==> config.mk <==
export PLATFORM = sky130hd
export DESIGN_NAME = hpi_seq
export DESIGN_NICKNAME = d
export VERILOG_FILES = /design/src/hpi_pkg.sv /design/src/hpi_seq.sv
export SDC_FILE = /design/constraint.sdc
export NUM_CORES = 1
export LEC_CHECK = 0
export BUFFER_PORTS_ARGS = -buffer_cell sky130_fd_sc_hd__buf_2
export CAP_MARGIN = 20
export CORE_MARGIN = 2
export CORE_UTILIZATION = 45
export CTS_CLUSTER_SIZE = 10
export DETAILED_ROUTE_END_ITERATION = 16
export MAX_ROUTING_LAYER = met4
export PLACE_DENSITY = 0.76
export SETUP_SLACK_MARGIN = 0.2
export SLEW_MARGIN = 10
export SYNTH_ARGS = -nofsm -noshare
export SYNTH_HDL_FRONTEND = slang
export SYNTH_SLANG_ARGS = --single-unit
==> constraint.sdc <==
create_clock -name i_clk -period 1.6 [get_ports i_clk]
set_input_delay 0.16 -clock i_clk [delete_from_list [all_inputs] [get_ports i_clk]]
set_output_delay 0.16 -clock i_clk [all_outputs]
set_load 0.005 [all_outputs]
==> src/hpi_pkg.sv <==
// Shared types, register codes and averaging functions for the half-pel interpolator.
`timescale 1ns / 1ps

package hpi_pkg;

    localparam int PIX_W     = 8;
    localparam int CFG_W     = 12;
    localparam int CFG_IDX_W = 2;
    localparam int QUADS     = 4;

    localparam logic [CFG_IDX_W-1:0] CFG_WIDTH  = 2'd0;
    localparam logic [CFG_IDX_W-1:0] CFG_HEIGHT = 2'd1;
    localparam logic [CFG_IDX_W-1:0] CFG_ROUND  = 2'd2;

    localparam logic [CFG_W-1:0] WIDTH_RST  = 12'd2048;
    localparam logic [CFG_W-1:0] HEIGHT_RST = 12'd2048;

    // slot bit 0 set: quad sits in the current column; bit 1 set: in the current row
    localparam logic [1:0] SLOT_DIAG  = 2'd0;
    localparam logic [1:0] SLOT_RIGHT = 2'd1;
    localparam logic [1:0] SLOT_BELOW = 2'd2;
    localparam logic [1:0] SLOT_FRAME = 2'd3;

    typedef struct packed {
        logic [PIX_W-1:0] br;
        logic [PIX_W-1:0] bl;
        logic [PIX_W-1:0] tr;
        logic [PIX_W-1:0] tl;
    } t_quad;

    typedef struct packed {
        logic [QUADS-1:0]        mask;
        t_quad [QUADS-1:0]       quads;
    } t_load;

    function automatic logic [PIX_W-1:0] avg2(input logic [PIX_W-1:0] a,
                                              input logic [PIX_W-1:0] b,
                                              input logic             rc);
        logic [PIX_W:0] s;
        s = {1'b0, a} + {1'b0, b} + (PIX_W+1)'(1) - {{PIX_W{1'b0}}, rc};
        return s[PIX_W:1];
    endfunction

    function automatic logic [PIX_W-1:0] avg4(input logic [PIX_W-1:0] a,
                                              input logic [PIX_W-1:0] b,
                                              input logic [PIX_W-1:0] c,
                                              input logic [PIX_W-1:0] d,
                                              input logic             rc);
        logic [PIX_W+1:0] s;
        s = {2'b0, a} + {2'b0, b} + {2'b0, c} + {2'b0, d} + (PIX_W+2)'(2)
            - {{(PIX_W+1){1'b0}}, rc};
        return s[PIX_W+1:2];
    endfunction

endpackage

==> src/hpi_seq.sv <==
// Output stage: holds the quads of one pixel and issues them one word per cycle while the receiver is ready.
`timescale 1ns / 1ps

module hpi_seq
    import hpi_pkg::*;
#(
    parameter int CW = 11,
    parameter int RW = 12
) (
    input  logic          i_clk,
    input  logic          i_rst_n,
    input  logic          i_load,
    input  t_load         i_ld,
    input  logic [CW-1:0] i_col,
    input  logic [RW-1:0] i_row,
    output logic          o_can_load,
    output logic          o_valid,
    input  logic          i_ready,
    output t_quad         o_quad,
    output logic [CW-1:0] o_col,
    output logic [RW-1:0] o_row,
    output logic          o_last,
    output logic          o_frame
);

    logic [QUADS-1:0] r_mask;
    t_quad            r_quad [QUADS];
    logic [CW-1:0]    r_col;
    logic [RW-1:0]    r_row;
    logic [1:0]       sel;
    logic [QUADS-1:0] rest;
    logic             taken;

    always_comb begin
        priority if (r_mask[0]) begin
            sel = SLOT_DIAG;
        end else if (r_mask[1]) begin
            sel = SLOT_RIGHT;
        end else if (r_mask[2]) begin
            sel = SLOT_BELOW;
        end else begin
            sel = SLOT_FRAME;
        end
    end

    assign rest       = r_mask & ~(QUADS'(1) << sel);
    assign o_valid    = |r_mask;
    assign o_last     = (rest == '0);
    assign o_frame    = (sel == SLOT_FRAME);
    assign taken      = o_valid && i_ready;
    assign o_can_load = !o_valid || (taken && o_last);
    assign o_quad     = r_quad[sel];
    assign o_col      = sel[0] ? r_col : r_col - CW'(1);
    assign o_row      = sel[1] ? r_row : r_row - RW'(1);

    always_ff @(posedge i_clk) begin
        if (!i_rst_n) begin
            r_mask <= '0;
        end else if (i_load) begin
            r_mask <= i_ld.mask;
        end else if (taken) begin
            r_mask <= rest;
        end
    end

    always_ff @(posedge i_clk) begin
        if (i_load) begin
            for (int i = 0; i < QUADS; i++) begin
                r_quad[i] <= i_ld.quads[i];
            end
            r_col <= i_col;
            r_row <= i_row;
        end
    end

endmodule

* Yosys cells after proc, flatten, opt, wreduce, memory -nomap -nowiden
Memory sizes are Yosys's and may differ from the RTL's. Index checks and enable logic that the tools add are counted. W data, S select, Z words.
Word-level totals: output and inout port bits 59, bits in registers 27, word-level logic and storage cells 26, RAM bits 128, bits of input ports 159, memories kept 1
Memories:
- r_quad | depth 4, width 32, rd ports 1, clocked after memory_dff 0, wr ports 4, RTL line hpi_seq.sv:27 | t_quad r_quad [QUADS];
Cells by class: bitwise logic cells 2, shift operators 1, equal/unequal tests 1, add/subtract/negate cells 2, mux-type cells 9, reductions and logical operators 7
Operator list (count):
- $mux W12 | 1
- $sub A12 B1 Y12 const B | 1
- $mux W11 | 1
- $sub A11 B1 Y11 const B | 1
- $mux W4 | 2
- $and A4 B4 Y4 | 1
- $logic_not A4 Y1 | 1
- $mux W2 | 2
- $not A4 Y4 | 1
- $reduce_or A4 Y1 | 1
- $shl A1 B2 Y4 const A | 1
- $mux W1 | 3
- $eq A2 B2 Y1 const B | 1
- $logic_and A1 B1 Y1 | 2
- $reduce_bool A2 Y1 | 1
- $logic_not A1 Y1 | 1
- $logic_or A1 B1 Y1 | 1

* Logic depth before layout (Yosys ltp)
Gate-level depths: netlist (run 1).
depth after elaboration 9, gate-level depth with buffers 6, depth with buffers taken out 6

* Worst setup path before layout (run 1)
No wires, ideal clock.
path kind reg2out, start register r_col[5], end output o_col[10], buffers on the path 0, data required time 1440 ps, data arrival time 1621 ps, slack -181 ps, cell stages (with the launch flop) 5, cell sequence edfxtp_1 > or4_4 > or4_4 > nor2_2 > xor2_1
Between the ends: longest elaborated chain between the ends 2
Ends and longest elaborated chain:
- start: declaration | RTL line hpi_seq.sv:28 | logic [CW-1:0] r_col;
- start signal: assignment | RTL line hpi_seq.sv:71 | r_col <= i_col;
- $sub A11 B1 Y11 | RTL line hpi_seq.sv:53 | assign o_col = sel[0] ? r_col : r_col - CW'(1);
- $mux W11 | RTL line hpi_seq.sv:53
- end: declaration | RTL line hpi_seq.sv:20 | output logic [CW-1:0] o_col,
No other way between the ends.

* Worst setup path after layout (run 1)
start register r_col[4], end output o_col[10]
The elaborated chain is that of the path after synthesis.

==> metrics.csv, run 1 <==
stage,metric,value,unit
outcome,outcome,"complete, but fails checks",
outcome,violations,negative setup slack,
floorplanning,die_area,0.0148,mm^2
setup_path,cp-start-kind,flop,
finish,fill_cells,577,
finish,nets,1020,
placed_design,gp_congestion,0.776,
drt,first_pass_iters,5,
timing,rsz0062_at_grt,yes,
setup_path,crit_top_cell,or4_4,
setup_path,worstPathMaxFanout,2,
power_and_ir_drop,ir_drop,0.750,mV
finish,final_cell_mix,"213 x buf_2, 152 x dlygate4sd3_1, 151 x edfxtp_1",
drt,drc_errors,0,
timing,setup_tns,-22310,ps
timing,setup_slack,-736,ps
synth,synth_top_flop_cell,edfxtp_1,
synth,yosysWarnings,0,
timing,min_period,2340,ps
synth,yosysSeqAreaShare,0.743,
clocking,cts_max_level,4,
grt,grt-ovfl-total,0,
setup_path,crit_required,1440,ps
setup_path,crit_type,reg2out,
floorplanning,boundaryPins,218,
drt,vias_per_cell,5.38,
finish,final_util,0.869,
drt,antenna_left,0,
timing,setup_viol,60,
setup_path,crit_family,simple AND/OR/NAND/NOR gates,
grt,grtUsageTotal,0.307,
setup_path,slowest_delay,550,ps
synth,synthesis.nets,557,
placed_design,pre_cts_slack,-299,ps
drt,drtIter0Drc,460,
grt,grt_max_degree,47,
synth,async_flop_share,0,
synth,synth_edf_count,151,
floorplanning,fp.dieH,121,um
power_and_ir_drop,p_total,11100,uW
timing,slew_violations,0,
clocking,cts_buffers,17,
setup_path,crit_path_top_delay_cell,or4_4,
timing,hold_viol,0,
synth,yosys_register_bits,155,
timing,worstMarginPinSlew,484,ps
finish,final_common_cell,buf_2,
drt,wire_per_inst,23.0,um
power_and_ir_drop,leakage,0.00458,uW
placed_design,dpl.cell_count,800,
power_and_ir_drop,power.density,957,mW/mm^2
clocking,cts_tree,yes,
timing,slew_headroom,0.678,
grt,antenna_found_initial,1,
placed_design,hpwlAfterDp,9550,um
floorplanning,num_rows,42,
clocking,cts-root-buf,clkbuf_16,
finish,layout-drive-gt1-share,0.517,
grt,grt_pass1_wl,31900,um
synth,syn_area,0.00621,mm^2
finish,seqCellArea,0.00463,mm^2
timing,skew,4.61,ps
setup_path,path_buf_inv,1,
finish,fin_cells,1047,
clocking,cts.sinks,155,
timing,fin_crit_sh,1.46,
finish,multi_input_area,0.00224,mm^2
clocking,cts_buffer_depth,2,
timing,max_freq,0.428,GHz
placed_design,port-buffer-count,217,
job,cap_violations,0,
finish,area_delta_synth_final,86.7,%
synth,synthDistinctLibCells,33,
setup_path,path_cells,or4_4 -> or4_4 -> nor2_2 -> xor2_1 -> buf_2,
synth,synth_area_per_cell,15.7,um^2
worst_hold_path,hold_path_class,in2reg,
grt,grt_pass1_vias,5851,
synth,postSynthCellCount,396,
clocking,clk_latency,420,ps
clocking,clk_pin_slew_worst_paths,50,ps
setup_path,crit_arrival,2180,ps
setup_path,end_kind,primary output,
floorplanning,die_x,121,um
drt,vias,5628,
drt,wirelength,24000,um
floorplanning,coreArea,0.0133,mm^2
floorplanning,start_util,0.465,
-- where the power goes --
group	leakage [uW]	switching [uW]	internal (uW)	total, uW
sequential	0.00151	178	4810	4990
clock	0.000263	1640	2280	3920
combinational	0.00281	963	1230	2190
total	0.00458	2780	8310	11100
-- per-layer routing --
layer,wire length (um),share of wire,track usage,vias to the layer above
li1,-,-,-,2431
met1,8790,0.37,0.353,2761
met2,12700,0.53,0.526,370
met3,1770,0.073,0.0681,66
met4,827,0.034,0.118,0
met5,0,0,-,-
-- area by class of cell --
class	instances	share of cell area
timing repair buffer	464	0.339
clock buffer	19	0.0373
sequential	155	0.399
clock inverter	11	0.0106
multi-input combinational	216	0.193
tap	176	0.0190
antenna	1	0.000216
inverter	5	0.00205
-- cells by family (layout without fill, tap and decap cells) --
group / Yosys count / after routing / share of synthesized area
compound gates: 76 / 76 / 0.0733
simple gates: 81 / 81 / 0.0755
xor+xnor: 21 / 21 / 0.0296
fa+ha+maj: 3 / 3 / 0.00564
flops: 155 / 155 / 0.743
other cells: 0 / 1 / 0
buf+inv: 25 / 499 / 0.0161
mux: 35 / 35 / 0.0570
-- final timing paths --
path / start / endpoint / slack, ps / cells past startpoint
min reg2reg: r_mask[3]$_SDFFE_PN0P_ / r_mask[3]$_SDFFE_PN0P_ / 720 / 4
max reg2reg: r_mask[0]$_SDFFE_PN0P_ / r_mask[2]$_SDFFE_PN0P_ / -220 / 9
max: r_col[4]$_DFFE_PP_ / o_col[10] / -740 / 5
min: i_ld[131] / r_mask[3]$_SDFFE_PN0P_ / 20 / 3
-- metrics by stage --
stage                     hold slack [ps]  cell area [um^2]
after floorplan                       259              6250
after global placement                336              7770
after detailed placement              338              7770
after CTS                            2.82             11000
after global routing                 16.0             11600
final                                20.7             11600
-- tightest hold or removal path, stage by stage --
cell     delay, ps
buf_2           90
a21oi_1         60
nor2b_1         90
-- sequential cells by signal, summed over array words and instances, names as in the netlist --
register / cells
r_quad: 128
r_row: 12
r_col: 11
r_mask: 4
-- what timing repair did --
item | in CTS | in global routing
hold endpoints to repair | 154 | 0
pin swaps | 35 | 23
endpoints found under the setup margin | 59 | 60
gates cloned | 12 | 2
gates resized for setup | 143 | 63
hold buffers | 152 | 0
setup buffers | 21 | 29
-- Yosys cell counts, types with 5 or more instances --
master / count / share of area
nor2_1: 11 / 0.0066
xnor2_1: 13 / 0.018
clkbuf_1: 11 / 0.0066
a21oi_1: 35 / 0.028
mux2i_1: 32 / 0.052
edfxtp_1: 151 / 0.73
nand2_1: 10 / 0.0060
o21ai_0: 7 / 0.0056
buf_2: 5 / 0.0040
xor2_1: 8 / 0.011
nor2b_1: 34 / 0.034
inv_1: 5 / 0.0030
a211oi_1: 29 / 0.035
Power figures use the tool's default switching activity.
==> run 2, diff against run 1 <==
==> constraint.sdc (replaced) <==
create_clock -name i_clk -period 2 [get_ports i_clk]
set_input_delay 0.2 -clock i_clk [delete_from_list [all_inputs] [get_ports i_clk]]
set_output_delay 0.2 -clock i_clk [all_outputs]
set_load 0.005 [all_outputs]
==> run 2 against run 1 <==
The run still ends with negative setup slack left. Non-clock buffer count decreased by 21. Clock power decreased by 16%. Combinational power decreased by 22%. Clock skew decreased by 0.51 ps. First-iteration DRC count increased by 4.8%. Die area unchanged. Global-route usage increased by 0.98 points. Total power decreased by 19%. Core utilization decreased by 0.71 points. Critical endpoint unchanged.
==> metrics.csv, run 2 (synthesis gave the netlist of run 1 again) <==
stage,metric,value,unit
clocking,cts.sinks,155,
power_and_ir_drop,switching_share,0.269,
finish,design_area,0.0115,mm^2
timing,hold_viol,0,
finish,seqCellArea,0.00463,mm^2
floorplanning,die_area,0.0148,mm^2
setup_path,crit_required,1800,ps
finish,nets,999,
clocking,cts_max_level,4,
finish,multi_input_area,0.00236,mm^2
drt,vias,5534,
clocking,cts_buffers,17,
finish,top_regs,"r_quad: 128 flops, r_row: 12 flops, r_col: 11 flops",
finish,final_common_cell,buf_2,
finish,area_delta_synth_final,85.2,%
job,cap_violations,0,
outcome,violations,negative setup slack,
power_and_ir_drop,p_sw,2420,uW
placed_design,dpl.cell_count,783,
placed_design,hpwlAfterDp,9560,um
grt,grt-ovfl-total,0,
grt,grtUsageTotal,0.316,
finish,top_register,r_quad,
timing,slew_headroom,0.637,
drt,drc_errors,0,
worst_hold_path,hold_path_class,in2reg,
finish,fill_cells,554,
worst_hold_path,hold_path.startpoint,i_rst_n,
finish,fin_cells,1027,
floorplanning,start_util,0.465,
power_and_ir_drop,leakage,0.00454,uW
timing,fin_crit_sh,1.19,
placed_design,gp_congestion,0.804,
floorplanning,coreArea,0.0133,mm^2
timing,min_period,2380,ps
timing,rsz0062_at_grt,yes,
floorplanning,die_x,121,um
drt,vias_per_cell,5.39,
setup_path,regToRegSetupSlack,260,ps
setup_path,end_kind,primary output,
timing,setup_slack,-379,ps
grt,antenna_found_initial,0,
floorplanning,num_rows,42,
power_and_ir_drop,power.density,783,mW/mm^2
drt,antenna_left,0,
setup_path,crit_arrival,2180,ps
clocking,cts_tree,yes,
drt,drtIter0Drc,482,
finish,diodes,0,
outcome,outcome,"complete, but fails checks",
power_and_ir_drop,p_seq_frac,0.446,
power_and_ir_drop,combPwrFrac,0.190,
placed_design,port-buffer-count,217,
clocking,cts-root-buf,clkbuf_16,
clocking,clk_latency,410,ps
finish,layout-drive-gt1-share,0.521,
timing,max_freq,0.420,GHz
drt,first_pass_iters,5,
timing,skew,4.10,ps
setup_path,r2r_start,r_mask[0]$_SDFFE_PN0P_,
grt,grt_pass1_wl,32800,um
placed_design,placed_area,0.00760,mm^2
power_and_ir_drop,internal_power,6580,uW
grt,grt_max_degree,57,
finish,final_util,0.862,
timing,setup_viol,32,
floorplanning,fp.dieH,121,um
setup_path,crit_type,reg2out,
power_and_ir_drop,pwr-share-clk,0.364,
setup_path,cp-start-kind,flop,
timing,worstMarginPinSlew,540,ps
drt,wire_per_inst,23.4,um
setup_path,startpoint,r_col[6]$_DFFE_PP_,
finish,final_cell_mix,"216 x buf_2, 151 x dlygate4sd3_1, 151 x edfxtp_1",
finish,largest_register_ffs,128,
grt,grt_pass1_vias,5895,
drt,wirelength,24100,um
clocking,cts_buffer_depth,2,
floorplanning,boundaryPins,218,
power_and_ir_drop,ir_drop,0.623,mV
setup_path,worstPathMaxFanout,2,
timing,slew_violations,0,
clocking,clk_pin_slew_worst_paths,70,ps
==> run 2: changes by cell type in the layout (fill, tap and decap cells not counted), moves of 4 or more <==
cell	previous run	this run
a21oi_2	18	13
buf_4	36	28
buf_6	31	21
nor2b_1	27	31
mux2i_1	30	19
inv_8	0	5
a211oi_1	8	2
a211oi_4	12	17
nor2b_2	4	0
mux2i_2	2	10
==> run 2: power by group through the flow <==
stage                     Combinational (uW)  Clock, uW  Sequential [uW]
after global routing                    1780       3450             4030
after global placement                   761          0             3990
after floorplan                          334          0             3980
after CTS                               1490       3230             3970
after detailed placement                 786          0             4010
final                                   1710       3280             4010
==> run 2: final timing paths <==
| check | endpoint | cells past startpoint |
|---|---|---|
| max reg2reg | r_mask[2]$_SDFFE_PN0P_ | 8 |
| min reg2reg | r_mask[1]$_SDFFE_PN0P_ | 4 |
| max | o_col[10] | 5 |
| min | r_mask[1]$_SDFFE_PN0P_ | 2 |
==> run 2: metal layers <==
layer / wire length [um] / vias up / GRT usage
met5: 0 / - / -
met4: 688 / 0 / 0.143
met3: 1810 / 57 / 0.0752
met2: 12700 / 354 / 0.538
met1: 8830 / 2738 / 0.356
li1: - / 2385 / -
==> run 2: critical path, stage by stage (launching register included) <==
cell and delay [ps]:
edfxtp_1 400, or4_4 550, or4_4 440, nor2_4 100, xor2_1 130, buf_2 140
==> run 2: layout make-up <==
| cell class | count | share of cell area |
|---|---|---|
| Sequential cell | 155 | 0.402 |
| Timing Repair Buffer | 443 | 0.319 |
| Multi-Input combinational cell | 216 | 0.205 |
| Clock buffer | 17 | 0.0370 |
| Tap cell | 176 | 0.0191 |
| Clock inverter | 15 | 0.0152 |
| Inverter | 5 | 0.00185 |
==> run 2: through the flow <==
step           hold slack, ps  setup TNS, ps  total power, uW  setup slack (ps)
6_report                 42.5          -3770             9000              -379
3_5_place_dp              378              0             4800              23.8
2_1_floorplan             299              0             4310               185
3_3_place_gp              376              0             4760              62.0
4_1_cts                  24.2          -1680             8700              -390
5_1_grt                  45.1          -5870             9260              -444
==> run 2: timing repair <==
| action | 4_1_cts | 5_1_grt |
|---|---|---|
| pin swaps | 41 | 25 |
| resized for setup | 163 | 58 |
| hold buffers | 151 | 0 |
| hold endpoints to repair | 151 | 0 |
| setup buffers | 30 | 18 |
| setup endpoints to repair | 57 | 59 |
| gates cloned | 13 | 0 |
